`config.mk`:
```
export PLATFORM = sky130hd
export DESIGN_NAME = supercap_power_supervisor_fsm
export DESIGN_NICKNAME = d
export VERILOG_FILES = /design/src/design/sps_pkg.sv /design/src/design/sps_cfg_regs.sv /design/src/design/sps_core.sv /design/src/design/supercap_power_supervisor_fsm.sv
export VERILOG_INCLUDE_DIRS = /design/src /design/src/design
export SDC_FILE = /design/constraint.sdc
export NUM_CORES = 1
export LEC_CHECK = 0
export BUFFER_PORTS_ARGS = -buffer_cell sky130_fd_sc_hd__buf_2
export CAP_MARGIN = 20
export CORE_ASPECT_RATIO = 1.2
export CORE_UTILIZATION = 47
export CTS_CLUSTER_DIAMETER = 80
export CTS_CLUSTER_SIZE = 40
export DETAILED_ROUTE_END_ITERATION = 12
export PLACE_DENSITY = 0.73
export SLEW_MARGIN = 5
export SYNTH_ARGS = -nofsm -noshare
export SYNTH_HDL_FRONTEND = slang
export SYNTH_SLANG_ARGS = --single-unit
```
`constraint.sdc`:
```
create_clock -name clk_i -period 10.85 [get_ports clk_i]
set_input_delay 1.6275 -clock clk_i [delete_from_list [all_inputs] [get_ports clk_i]]
set_output_delay 1.6275 -clock clk_i [all_outputs]
set_load 0.02 [all_outputs]
```
`src/design/supercap_power_supervisor_fsm_defines.svh`:
```
// assertion macros for the supercap power supervisor
`ifndef SUPERCAP_POWER_SUPERVISOR_FSM_DEFINES_SVH
`define SUPERCAP_POWER_SUPERVISOR_FSM_DEFINES_SVH

`ifndef SYNTHESIS
// same-cycle implication, checked out of reset
`define SPS_ASSERT_NOW(label, ante, cons) \
  label: assert property (@(posedge clk_i) disable iff (!rst_ni) (ante) |-> (cons)) \
    else $error("supervisor check failed");
// next-cycle implication, checked out of reset
`define SPS_ASSERT_NEXT(label, ante, cons) \
  label: assert property (@(posedge clk_i) disable iff (!rst_ni) (ante) |=> (cons)) \
    else $error("supervisor check failed");
`else
`define SPS_ASSERT_NOW(label, ante, cons)
`define SPS_ASSERT_NEXT(label, ante, cons)
`endif

`endif

```
`src/design/sps_pkg.sv`:
```
// shared types and codes of the supercap power supervisor
package sps_pkg;

  // request commands
  localparam logic [1:0] CMD_TICK     = 2'd0;
  localparam logic [1:0] CMD_WD_LIMIT = 2'd1;
  localparam logic [1:0] CMD_SHUTDOWN = 2'd2;

  // led patterns
  localparam logic [2:0] LED_POWEROFF  = 3'd0;
  localparam logic [2:0] LED_NONE      = 3'd1;
  localparam logic [2:0] LED_WATCHDOG  = 3'd2;
  localparam logic [2:0] LED_DEPLETING = 3'd3;
  localparam logic [2:0] LED_SHUTDOWN  = 3'd4;
  localparam logic [2:0] LED_REBOOT    = 3'd5;
  localparam logic [2:0] LED_SLEEP     = 3'd6;

  // configuration register indexes
  localparam int unsigned CFG_IDX_W = 3;
  localparam logic [CFG_IDX_W-1:0] REG_VIN_OFF    = 3'd0;
  localparam logic [CFG_IDX_W-1:0] REG_VCAP_ON    = 3'd1;
  localparam logic [CFG_IDX_W-1:0] REG_VCAP_OFF   = 3'd2;
  localparam logic [CFG_IDX_W-1:0] REG_HOST_OFF   = 3'd3;
  localparam logic [CFG_IDX_W-1:0] REG_SD_WAIT    = 3'd4;
  localparam logic [CFG_IDX_W-1:0] REG_REBOOT_OFF = 3'd5;
  localparam logic [CFG_IDX_W-1:0] REG_OFF_HOLD   = 3'd6;

  typedef struct packed {
    logic [1:0]  command;
    logic [15:0] limit_value;
    logic [9:0]  vin_sample;
    logic [9:0]  vcap_sample;
    logic        host_off;
    logic        sleep_request;
    logic        rtc_wake;
    logic        ext_wake;
  } sps_req_t;

  typedef struct packed {
    logic [4:0] state_code;
    logic       power_enable;
    logic       bus_enable;
    logic [2:0] led_pattern;
    logic       watchdog_active;
  } sps_res_t;

  typedef struct packed {
    logic [9:0]  vin_off_level;
    logic [9:0]  vcap_on_level;
    logic [9:0]  vcap_off_level;
    logic [15:0] host_off_limit_ms;
    logic [15:0] shutdown_wait_ms;
    logic [15:0] reboot_off_ms;
    logic [15:0] off_hold_ms;
  } sps_cfg_t;

endpackage

```
`src/design/sps_cfg_regs.sv`:
```
// configuration register file of the supercap power supervisor
module sps_cfg_regs (
  input  logic                           clk_i,
  input  logic                           rst_ni,
  input  logic                           wr_en_i,
  input  logic [sps_pkg::CFG_IDX_W-1:0]  wr_index_i,
  input  logic [15:0]                    wr_data_i,
  output sps_pkg::sps_cfg_t              cfg_o
);
  import sps_pkg::*;

  sps_cfg_t cfg_q;

  always_ff @(posedge clk_i or negedge rst_ni) begin
    if (!rst_ni) begin
      cfg_q.vin_off_level     <= 10'd512;
      cfg_q.vcap_on_level     <= 10'd800;
      cfg_q.vcap_off_level    <= 10'd500;
      cfg_q.host_off_limit_ms <= 16'd1000;
      cfg_q.shutdown_wait_ms  <= 16'd60000;
      cfg_q.reboot_off_ms     <= 16'd3000;
      cfg_q.off_hold_ms       <= 16'd5000;
    end else if (wr_en_i) begin
      case (wr_index_i)
        REG_VIN_OFF:    cfg_q.vin_off_level     <= wr_data_i[9:0];
        REG_VCAP_ON:    cfg_q.vcap_on_level     <= wr_data_i[9:0];
        REG_VCAP_OFF:   cfg_q.vcap_off_level    <= wr_data_i[9:0];
        REG_HOST_OFF:   cfg_q.host_off_limit_ms <= wr_data_i;
        REG_SD_WAIT:    cfg_q.shutdown_wait_ms  <= wr_data_i;
        REG_REBOOT_OFF: cfg_q.reboot_off_ms     <= wr_data_i;
        REG_OFF_HOLD:   cfg_q.off_hold_ms       <= wr_data_i;
        default: ;
      endcase
    end
  end

  assign cfg_o = cfg_q;

endmodule

```
`src/design/sps_core.sv`:
```
// sequencer state, counters and next-state logic of the supervisor
module sps_core (
  input  logic              clk_i,
  input  logic              rst_ni,
  input  logic              step_i,
  input  sps_pkg::sps_req_t req_i,
  input  sps_pkg::sps_cfg_t cfg_i,
  output sps_pkg::sps_res_t res_o
);
  import sps_pkg::*;

  typedef enum logic [4:0] {
    ST_BEGIN          = 5'd0,
    ST_WAIT_VIN_ON    = 5'd1,
    ST_ENT_CHARGING   = 5'd2,
    ST_CHARGING       = 5'd3,
    ST_ENT_ON         = 5'd4,
    ST_ON             = 5'd5,
    ST_ENT_DEPLETING  = 5'd6,
    ST_DEPLETING      = 5'd7,
    ST_ENT_SHUTDOWN   = 5'd8,
    ST_SHUTDOWN       = 5'd9,
    ST_ENT_WD_REBOOT  = 5'd10,
    ST_WD_REBOOT      = 5'd11,
    ST_ENT_OFF        = 5'd12,
    ST_OFF            = 5'd13,
    ST_ENT_SLEEP_SD   = 5'd14,
    ST_SLEEP_SD       = 5'd15,
    ST_ENT_SLEEP      = 5'd16,
    ST_SLEEP          = 5'd17
  } state_e;

  state_e      state_q, state_d;
  logic [15:0] wd_limit_q, wd_limit_d;
  logic [15:0] wd_cnt_q, wd_cnt_d;
  logic [15:0] hoff_cnt_q, hoff_cnt_d;
  logic [15:0] phase_q, phase_d;
  logic        sd_pend_q, sd_pend_d;
  logic        lim_chg_q, lim_chg_d;
  logic [2:0]  led_q, led_d;
  logic        power_q, power_d;
  logic        bus_q, bus_d;
  logic        wd_expired;

  function automatic logic [15:0] sat_inc(input logic [15:0] v);
    sat_inc = (v == 16'hFFFF) ? v : v + 16'd1;
  endfunction

  // timeouts look at the counters after this tick's increment
  assign wd_expired = (wd_limit_q != 16'd0) && (wd_cnt_d > wd_limit_q);

  always_comb begin
    state_d    = state_q;
    wd_limit_d = wd_limit_q;
    wd_cnt_d   = wd_cnt_q;
    hoff_cnt_d = hoff_cnt_q;
    phase_d    = phase_q;
    sd_pend_d  = sd_pend_q;
    lim_chg_d  = lim_chg_q;
    led_d      = led_q;
    power_d    = power_q;
    bus_d      = bus_q;
    case (req_i.command)
      CMD_TICK: begin
        wd_cnt_d   = sat_inc(wd_cnt_q);
        phase_d    = sat_inc(phase_q);
        hoff_cnt_d = req_i.host_off ? sat_inc(hoff_cnt_q) : 16'd0;
        case (state_q)
          ST_BEGIN: begin
            power_d    = 1'b0;
            bus_d      = 1'b1;
            wd_limit_d = 16'd0;
            hoff_cnt_d = 16'd0;
            led_d      = LED_POWEROFF;
            state_d    = ST_WAIT_VIN_ON;
          end
          ST_WAIT_VIN_ON: begin
            if (req_i.vin_sample >= cfg_i.vin_off_level) state_d = ST_ENT_CHARGING;
          end
          ST_ENT_CHARGING: begin
            led_d   = LED_NONE;
            state_d = ST_CHARGING;
          end
          ST_CHARGING: begin
            if (req_i.vcap_sample > cfg_i.vcap_on_level) state_d = ST_ENT_ON;
            else if (req_i.vin_sample < cfg_i.vin_off_level) state_d = ST_ENT_OFF;
          end
          ST_ENT_ON: begin
            power_d    = 1'b1;
            led_d      = LED_NONE;
            hoff_cnt_d = 16'd0;
            state_d    = ST_ON;
          end
          ST_ON: begin
            if (lim_chg_q) begin
              led_d     = (wd_limit_q != 16'd0) ? LED_WATCHDOG : LED_NONE;
              lim_chg_d = 1'b0;
            end
            if (wd_expired) state_d = ST_ENT_WD_REBOOT;
            else if (sd_pend_q) begin
              sd_pend_d = 1'b0;
              state_d   = ST_ENT_SHUTDOWN;
            end else if (req_i.sleep_request) state_d = ST_ENT_SLEEP_SD;
            else if (hoff_cnt_d > cfg_i.host_off_limit_ms) state_d = ST_ENT_OFF;
            else if (req_i.vin_sample < cfg_i.vin_off_level) state_d = ST_ENT_DEPLETING;
          end
          ST_ENT_DEPLETING: begin
            led_d   = LED_DEPLETING;
            state_d = ST_DEPLETING;
          end
          ST_DEPLETING: begin
            if (wd_expired) state_d = ST_ENT_WD_REBOOT;
            else if (sd_pend_q) begin
              sd_pend_d = 1'b0;
              state_d   = ST_ENT_SHUTDOWN;
            end else if (req_i.vin_sample > cfg_i.vin_off_level) state_d = ST_ENT_ON;
            else if (req_i.vcap_sample < cfg_i.vcap_off_level) state_d = ST_ENT_OFF;
            else if (hoff_cnt_d > cfg_i.host_off_limit_ms) state_d = ST_ENT_OFF;
          end
          ST_ENT_SHUTDOWN, ST_ENT_SLEEP_SD: begin
            led_d      = LED_SHUTDOWN;
            wd_limit_d = 16'd0;
            phase_d    = 16'd0;
            state_d    = (state_q == ST_ENT_SHUTDOWN) ? ST_SHUTDOWN : ST_SLEEP_SD;
          end
          ST_SHUTDOWN, ST_SLEEP_SD: begin
            if ((hoff_cnt_d > cfg_i.host_off_limit_ms) ||
                (phase_d > cfg_i.shutdown_wait_ms)) begin
              state_d = (state_q == ST_SHUTDOWN) ? ST_ENT_OFF : ST_ENT_SLEEP;
            end
          end
          ST_ENT_WD_REBOOT: begin
            phase_d    = 16'd0;
            wd_limit_d = 16'd0;
            bus_d      = 1'b0;
            power_d    = 1'b0;
            led_d      = LED_REBOOT;
            state_d    = ST_WD_REBOOT;
          end
          ST_WD_REBOOT: begin
            if (phase_d > cfg_i.reboot_off_ms) state_d = ST_BEGIN;
          end
          ST_ENT_OFF: begin
            bus_d   = 1'b0;
            power_d = 1'b0;
            phase_d = 16'd0;
            led_d   = LED_POWEROFF;
            state_d = ST_OFF;
          end
          ST_OFF: begin
            if (phase_d > cfg_i.off_hold_ms) state_d = ST_BEGIN;
          end
          ST_ENT_SLEEP: begin
            bus_d   = 1'b0;
            power_d = 1'b0;
            led_d   = LED_SLEEP;
            state_d = ST_SLEEP;
          end
          ST_SLEEP: begin
            if (req_i.rtc_wake || req_i.ext_wake) state_d = ST_BEGIN;
          end
          default: begin
            state_d = ST_BEGIN;
          end
        endcase
      end
      CMD_WD_LIMIT: begin
        wd_limit_d = req_i.limit_value;
        wd_cnt_d   = 16'd0;
        lim_chg_d  = 1'b1;
      end
      CMD_SHUTDOWN: begin
        sd_pend_d = 1'b1;
      end
      default: ;
    endcase
  end

  always_ff @(posedge clk_i or negedge rst_ni) begin
    if (!rst_ni) begin
      state_q    <= ST_BEGIN;
      wd_limit_q <= 16'd0;
      wd_cnt_q   <= 16'd0;
      hoff_cnt_q <= 16'd0;
      phase_q    <= 16'd0;
      sd_pend_q  <= 1'b0;
      lim_chg_q  <= 1'b0;
      led_q      <= LED_POWEROFF;
      power_q    <= 1'b0;
      bus_q      <= 1'b0;
    end else if (step_i) begin
      state_q    <= state_d;
      wd_limit_q <= wd_limit_d;
      wd_cnt_q   <= wd_cnt_d;
      hoff_cnt_q <= hoff_cnt_d;
      phase_q    <= phase_d;
      sd_pend_q  <= sd_pend_d;
      lim_chg_q  <= lim_chg_d;
      led_q      <= led_d;
      power_q    <= power_d;
      bus_q      <= bus_d;
    end
  end

  assign res_o.state_code      = state_q;
  assign res_o.power_enable    = power_q;
  assign res_o.bus_enable      = bus_q;
  assign res_o.led_pattern     = led_q;
  assign res_o.watchdog_active = (wd_limit_q != 16'd0);

endmodule

```
`src/design/supercap_power_supervisor_fsm.sv`:
```
// top level of the supercap power supervisor
// Power sequencer for a supercapacitor-backed host supply. Each request is
// a millisecond tick (advances the 18-state sequencer by one state), a
// watchdog limit write or a shutdown request; every request gives exactly
// one result showing state, supply enable, bus enable, led pattern and
// watchdog status after that request. One request is taken every cycle
// when results are drained. A request is registered on acceptance and its
// result is offered from the sequencer registers after the single
// next-state pass between the request register and the sequencer registers.
// A result that is not taken holds the request register, and the input
// stalls only when both stages are full. The configuration port is always
// ready and must only be written while no request is in flight.
module supercap_power_supervisor_fsm (
  input  logic                          clk_i,
  input  logic                          rst_ni,
  input  logic                          in_valid_i,
  output logic                          in_ready_o,
  input  sps_pkg::sps_req_t             in_req_i,
  output logic                          out_valid_o,
  input  logic                          out_ready_i,
  output sps_pkg::sps_res_t             out_res_o,
  input  logic                          cfg_valid_i,
  output logic                          cfg_ready_o,
  input  logic [sps_pkg::CFG_IDX_W-1:0] cfg_index_i,
  input  logic [15:0]                   cfg_data_i
);
  import sps_pkg::*;

  `include "supercap_power_supervisor_fsm_defines.svh"

  // request register
  logic     in_valid_q;
  sps_req_t in_req_q;
  // result slot flag; the sequencer registers themselves hold the result
  logic     out_valid_q;
  // request moves into the sequencer when the result slot is free or being taken
  logic     advance;
  sps_cfg_t cfg;

  assign advance     = in_valid_q && (!out_valid_q || out_ready_i);
  assign in_ready_o  = !in_valid_q || advance;
  assign cfg_ready_o = 1'b1;

  always_ff @(posedge clk_i or negedge rst_ni) begin
    if (!rst_ni) begin
      in_valid_q  <= 1'b0;
      out_valid_q <= 1'b0;
    end else begin
      if (in_valid_i && in_ready_o) begin
        in_valid_q <= 1'b1;
      end else if (advance) begin
        in_valid_q <= 1'b0;
      end
      if (advance) begin
        out_valid_q <= 1'b1;
      end else if (out_ready_i) begin
        out_valid_q <= 1'b0;
      end
    end
  end

  // payload only, no reset needed
  always_ff @(posedge clk_i) begin
    if (in_valid_i && in_ready_o) begin
      in_req_q <= in_req_i;
    end
  end

  sps_cfg_regs u_cfg (
    .clk_i      (clk_i),
    .rst_ni     (rst_ni),
    .wr_en_i    (cfg_valid_i && cfg_ready_o),
    .wr_index_i (cfg_index_i),
    .wr_data_i  (cfg_data_i),
    .cfg_o      (cfg)
  );

  sps_core u_core (
    .clk_i  (clk_i),
    .rst_ni (rst_ni),
    .step_i (advance),
    .req_i  (in_req_q),
    .cfg_i  (cfg),
    .res_o  (out_res_o)
  );

  assign out_valid_o = out_valid_q;

  // supply only ever on with the bus up
  `SPS_ASSERT_NOW(a_power_needs_bus, out_res_o.power_enable, out_res_o.bus_enable)
  // supply on never shows the power-off pattern
  `SPS_ASSERT_NOW(a_power_led, out_res_o.power_enable, out_res_o.led_pattern != LED_POWEROFF)
  // stall only with both stages full and the result not taken
  `SPS_ASSERT_NOW(a_stall_full, !in_ready_o, in_valid_q && out_valid_q && !out_ready_i)
  // a request that moves on always shows a result next cycle
  `SPS_ASSERT_NEXT(a_advance_result, advance, out_valid_o)

endmodule
```
==> key figures, run 1 <==
Drt
  – ANT nets after route: 0
  – Routed length per instance: between 15 and 20 um
  – Detailed-route DRC error count: 0
  – Drt initial violations: 475
  – Vias: 9250
  – DR vias/cell: about 5.7
  – Drt first pass iters: 5
  – WL final: around 28 mm

Logic synthesis
  – Post-synth ARST share: 0.8037
  – Post-synth EDFFs: 42
  – Area of the mapped netlist: 12250 um2
  – Netlist cell types: 83
  – Syn_area_per_cell: 9.975 um2
  – Synth Warn #: 0
  – Seq/Total Area, Yosys: 0.4579
  – Synth Register Bits: approximately 210
  – Gate Count Post-Synth: between 1000 and 1500
  – Mapped Nets: between 1000 and 1500
  – Most common flop cell mapped by yosys: dfrtp_1

Worst setup path
  – Crit path max fanout: 7
  – Crit path kind: register to register
  – CP max stage delay: around 0.58 ns
  – CP required: 11.25 ns
  – Startpoint Class: register
  – Worst-path cell chain: and4_1, nand4_1, nor4_2, nor4b_2, and3_1, xor2_1, ha_1, nand4_1, nor4_2, a21boi_2, nor3b_1, or4_4, a2111oi_4, mux2_1
  – CP Capture Type: register
  – Worst EP arrival: 5.07 ns
  – CP max stage cell: nor4_2

STA
  – Worst-margin pin slew: around 1.1 ns
  – Final setup viols: 0
  – Max Slew Vio Count: 0
  – Worst rel slew slack: 0.2962
  – Setup TNS: 0 ns
  – Fin. Hold Viols: 0
  – Max Clock Freq: approximately 0.21 GHz
  – Clock Skews: 0.04834 ns
  – Hold_ws: 0.5096 ns
  – Post-layout min period: 4.668 ns
  – Unrepaired setup endpoints after global routing: false
  – Period utilisation layout: 0.4302

Clock network
  – CTS Buffer Depth: 3
  – CTS Sinks: around 210
  – Post_cts resized: 0
  – Post-CTS Setup Inserts: 0
  – Clock-pin slew on the worst setup and hold paths: around 0.11 ns
  – Total CTS buffers: 13
  – CTS H-tree depth: 1
  – Skew-Pair Late Insertion Delay: slightly above 0.5 ns
  – CTS tree: done
  – Clock root buffer: clkbuf_16
  – Hold-fix buffers, CTS: 0

Power and ir drop
  – Leak: about 6.0 nW
  – Worst supply voltage drop on vdd: a little under 100 uV
  – P per Cell Area: roughly 170 nW/um2

GRT
  – Met2 usage: 0.3812
  – Vias in the first global route: 9229
  – GR Util All Layers: 0.2171
  – Largest net degree at the start of global routing: slightly below 100
  – First-pass GRT wire length: between 40 and 50 mm
  – Initial antenna violation count: 0
  – Global-route track usage on met3: 0.02570
  – GR peak layer: met2
  – Met1 Use GR: 0.2799
  – Gr ovfl total: 0

Place
  – Post-DP HPWL: between 20 and 25 mm
  – Routability Congestion: slightly below 0.9
  – Placed cell count: around 1600
  – Port bufs: 78
  – Placed instance area: around 13000 um2

Die
  – Die ar.: 26710 um2
  – Initial Util: 0.4795
  – Die width: 149.4 um
  – Die Y: about 180 um
  – Io pins: 80
  – CORE AREA: approximately 26000 um2
  – Row cnt: between 60 and 70

Job
  – Max Cap Viol: 0

Run status
  – Status: finished clean

Layout
  – Antenna Cells: 0
  – Final instance area: 13400 um2
  – Fill cells: between 2000 and 2500
  – Fin cells: 1621
  – Area of the multi-input gates: about 6000 um2
  – Register area: between 5000 and 6000 um2
  – Fin nets: 1462
  – Layout cells sized above 1: 0.1789
  – Area grow syn2layout: 9.408%

Worst hold path
  – Hold Crit Class: register to register
worst max-delay path, delay by kind of cell, from the launching register on:
kind,cells,cell delay (ns)
adders and majority gates,1,0.34
AOI/OAI and AO/OA,2,0.58
and+or+nand+nor,9,2.59
muxes,1,0.37
DFF,1,0.48
xor gates and xnor gates,1,0.19
area by class of cell:
| type | instances | area share |
|---|---|---|
| sequential | 214 | 0.4185 |
| clock buffer | 14 | 0.02530 |
| tap | 330 | 0.03081 |
| multi-input combinational | 850 | 0.4494 |
| clock inverter | 8 | 0.007936 |
| inverter | 119 | 0.03333 |
| timing repair buffer | 86 | 0.03464 |
synthesized netlist by cell type, types with 4 or more instances:
library cell / count / share of area
nor4_1: 9 / 0.0046
mux2_2: 60 / 0.055
nand2b_1: 8 / 0.0041
o21ai_0: 107 / 0.044
and2_1: 4 / 0.0020
or3_1: 4 / 0.0020
inv_1: 119 / 0.036
edfxtp_1: 42 / 0.10
nor3_1: 20 / 0.0082
a22o_1: 21 / 0.015
ha_1: 112 / 0.11
a21o_1: 10 / 0.0061
a21oi_1: 52 / 0.021
a31oi_1: 10 / 0.0051
a211oi_1: 8 / 0.0049
and4_1: 5 / 0.0036
buf_2: 4 / 0.0016
clkbuf_1: 36 / 0.011
xor2_1: 23 / 0.016
nand3_1: 31 / 0.013
nand2_1: 151 / 0.046
dfstp_2: 35 / 0.075
nand4_1: 34 / 0.017
nor2_1: 51 / 0.016
o211ai_1: 5 / 0.0031
o31ai_1: 12 / 0.0074
xnor2_1: 11 / 0.0079
dfrtp_1: 137 / 0.28
and3_1: 14 / 0.0071
nor2b_1: 12 / 0.0061
per-stage QoR:
| stage | total power [W] | util | setup slack [ns] |
|---|---|---|---|
| global placement | 0.001655 | 0.5063 | 6.304 |
| floorplan | 0.001489 | - | 6.870 |
| CTS | 0.002254 | 0.5238 | 6.255 |
| global route | 0.002380 | 0.5246 | 5.950 |
| finish | 0.002237 | 0.5246 | 6.182 |
| detailed placement | 0.001686 | 0.5063 | 6.233 |
cells in the final DEF, fill, tap and decap left out, types with 19 or more instances in the layout:
cell type	instances
nand2_1	151
buf_2	77
ha_1	112
inv_1	119
edfxtp_1	42
dfstp_2	35
nand4_1	34
dfrtp_1	137
a22o_1	21
nor3_1	19
xor2_1	23
a21oi_1	52
mux2_2	60
nor2_1	51
o21ai_0	106
nand3_1	31
cell families after synthesis:
logic type,count (synthesis),synth area share
compound gates,270,0.1424
xor+xnor,34,0.02431
fa+ha+maj,112,0.1144
buf+inv,164,0.05220
flops,214,0.4579
mux,64,0.05863
other cells,1,0.0003061
simple gates,369,0.1498
flip-flops by register name, indices dropped and copies added (netlist names):
signal	cells
u_core.phase_q	16
in_valid_q	1
out_valid_o	1
u_core.sd_pend_q	1
u_core.wd_limit_q	16
u_core.power_q	1
in_req_q	42
u_core.bus_q	1
u_core.wd_cnt_q	16
u_core.state_q	5
u_core.led_q	3
u_cfg.cfg_o	94
u_core.hoff_cnt_q	16
u_core.lim_chg_q	1
routing by layer:
| layer | share of wire | up-vias |
|---|---|---|
| met5 | 0 | - |
| met4 | 0.024 | 0 |
| met3 | 0.039 | 37 |
| met2 | 0.49 | 195 |
| met1 | 0.45 | 4528 |
| li1 | - | 4490 |
where the power goes:
part	leakage [nW]	switching, W	total [W]	internal, W
combinational	3.26	0.000356	0.000605	0.000249
clock	0.217	0.000298	0.000564	0.000266
sequential	2.53	0.000105	0.00107	0.000963
path summary, 6_finish.rpt:
check,from,end,slack (ns),cells after the start
worst min register to register,u_cfg.cfg_o[28],u_cfg.cfg_o[28],0.51,1
worst max register to register,u_core.phase_q[4],u_core.state_q[3],6.18,14
worst max-delay path,u_core.phase_q[4],u_core.state_q[3],6.18,14
worst min-delay path,u_cfg.cfg_o[28],u_cfg.cfg_o[28],0.51,1
max in group asynchronous,rst_ni,u_cfg.cfg_o[40],8.11,2
min in group asynchronous,rst_ni,u_core.wd_limit_q[4],1.20,1
No activity file was read; power rests on OpenSTA's default activity.
==> run 2, diff against run 1 <==
==> constraint.sdc (replaced) <==
create_clock -name clk_i -period 4.85 [get_ports clk_i]
set_input_delay 0.7275 -clock clk_i [delete_from_list [all_inputs] [get_ports clk_i]]
set_output_delay 0.7275 -clock clk_i [all_outputs]
set_load 0.02 [all_outputs]
==> key figures, run 2 (synthesized netlist as in run 1, its figures left out) <==
Run status
  – Status: finished clean

Worst setup path
  – Reg-to-reg startpoint: u_core.phase_q[3]
  – Setup crit start: u_core.phase_q[3]
  – Crit path max fanout: 7 (unchanged)
  – Crit path kind: register to register
  – Worst EP arrival: 4.80 ns (-0.27 ns)
  – CP required: 5.24 ns (-6.01 ns)
  – Startpoint Class: register
  – CP Capture Type: register

STA
  – Unrepaired setup endpoints after global routing: false
  – Clock Skews: 0.04347 ns (-0.004872 ns)
  – Setup ws final: 0.4393 ns (-5.743 ns)
  – Setup TNS: 0 ns (unchanged)
  – Worst-margin pin slew: 1.068 ns (+0.01229 ns)
  – Final setup viols: 0 (unchanged)
  – Max Clock Freq: 0.2267 GHz (+5.8%)
  – Max Slew Vio Count: 0 (unchanged)
  – Worst rel slew slack: 0.2880 (-0.008191)
  – Period utilisation layout: 0.9094 (+0.4792)
  – Post-layout min period: 4.411 ns (-0.2574 ns)
  – Fin. Hold Viols: 0 (unchanged)

Layout
  – Area of the multi-input gates: 6032 um2 (+0.15%)
  – Fin nets: 1469 (+0.48%)
  – Register area: 5609 um2 (unchanged)
  – Fill cells: 2239 (-1.4%)
  – Fin cells: 1627 (+0.37%)
  – Final core utilization: 0.5288 (+0.004114)
  – Most frequent cells in the layout: 151 x nand2_1, 137 x dfrtp_1, 119 x inv_1
  – Area grow syn2layout: 10.27%
  – Antenna Cells: 0 (unchanged)
  – Max FFs per register: 94 (unchanged)
  – Layout cells sized above 1: 0.1820 (+0.003027)
  – Most common cell after layout, fill and taps aside: nand2_1

Clock network
  – Hold-fix buffers, CTS: 0 (unchanged)
  – Post-CTS Setup Inserts: 0 (unchanged)
  – CTS Buffer Depth: 3 (unchanged)
  – CTS H-tree depth: 1 (unchanged)
  – Skew-Pair Late Insertion Delay: 0.49 ns (-0.02 ns)
  – CTS tree: done
  – Post_cts resized: 0 (unchanged)
  – Clock root buffer: clkbuf_16
  – Total CTS buffers: 13 (unchanged)
  – CTS Sinks: 214 (unchanged)
  – Clock-pin slew on the worst setup and hold paths: 0.11 ns (about the same)

Drt
  – Drt first pass iters: 7 (+2)
  – Detailed-route DRC error count: 0 (unchanged)
  – DR vias/cell: 5.717 (+0.19%)
  – Routed length per instance: 17.02 um (-2.3%)
  – Drt initial violations: 559 (+18%)
  – Vias: 9302 (+0.56%)
  – WL final: 27.69 mm (-2.0%)
  – ANT nets after route: 0 (unchanged)

Power and ir drop
  – P per Cell Area: 368.0 nW/um2 (+120%)
  – Worst supply voltage drop on vdd: 200.8 uV (+110%)
  – Leak: 6.059 nW (+0.99%)

GRT
  – Vias in the first global route: 9208 (-0.23%)
  – First-pass GRT wire length: 45.74 mm (-0.61%)
  – GR Util All Layers: 0.2154 (-0.001742)
  – Largest net degree at the start of global routing: 108 (+11%)
  – Initial antenna violation count: 0 (unchanged)
  – Gr ovfl total: 0 (unchanged)

Die
  – CORE AREA: 25540 um2 (unchanged)
  – Io pins: 80 (unchanged)
  – Die width: 149.4 um (unchanged)
  – Initial Util: 0.4795 (unchanged)
  – Row cnt: 64 (unchanged)
  – Die ar.: 26710 um2 (unchanged)
  – Die Y: 178.8 um (unchanged)

Place
  – Pre-CTS WS: 0.3931 ns (-5.840 ns)
  – Routability Congestion: 0.9285 (+5.4%)
  – Port bufs: 78 (unchanged)
  – Post-DP HPWL: 20.37 mm (-1.3%)
  – Placed cell count: 1602 (+0.31%)

Worst hold path
  – Hold Crit Class: input pin to async pin

Job
  – Max Cap Viol: 0 (unchanged)
-- run 2: stage by stage --
step	instance area (um2)	total power, W	hold WS, ns
global route	13510	0.005297	0.05553
detailed placement	12980	0.003758	0.4935
CTS	13430	0.004999	0.3808
floorplan	12250	0.003331	0.4319
global placement	12980	0.003700	0.4844
finish	13510	0.004970	0.06409
-- run 2: worst max-delay path: stages (launching register included) --
cell	delay, ns
dfrtp_1	0.47
and4_1	0.28
nand4_1	0.27
nor4_4	0.47
nor4b_2	0.15
and3_1	0.23
xor2_1	0.18
ha_1	0.33
nand4_1	0.18
nor4_2	0.34
a21boi_2	0.20
nor3b_1	0.06
or4_4	0.46
a2111oi_4	0.34
mux2_1	0.36
-- run 2: final timing paths --
| kind | slack, ns | cells after the start | to |
|---|---|---|---|
| max | 0.44 | 14 | u_core.state_q[3] |
| min | 0.06 | 1 | u_core.wd_cnt_q[6] |
| max reg2reg | 0.44 | 14 | u_core.state_q[3] |
| min reg2reg | 0.51 | 2 | u_cfg.cfg_o[70] |
| max in group asynchronous | 3.66 | 3 | u_cfg.cfg_o[24] |
| min in group clk_i | 0.40 | 1 | in_req_q[23] |
-- run 2: per-layer routing --
metal / GRT usage / up-vias / routed length (um)
met4: 0.07738 / 0 / 935
met1: 0.2752 / 4482 / 12080
li1: - / 4515 / -
met5: 0 / - / 0
met3: 0.02366 / 65 / 1166
met2: 0.3746 / 240 / 13510
-- run 2: cell type report --
type | count | area share
sequential | 214 | 0.4153
clock buffer | 15 | 0.02538
multi-input combinational | 850 | 0.4466
inverter | 119 | 0.03307
clock inverter | 6 | 0.007318
timing repair buffer | 93 | 0.04178
tap | 330 | 0.03057
-- run 2: power breakdown --
| part | switching (W) | internal [W] |
|---|---|---|
| sequential | 0.000229 | 0.00215 |
| clock | 0.000672 | 0.000556 |
| combinational | 0.000794 | 0.000565 |
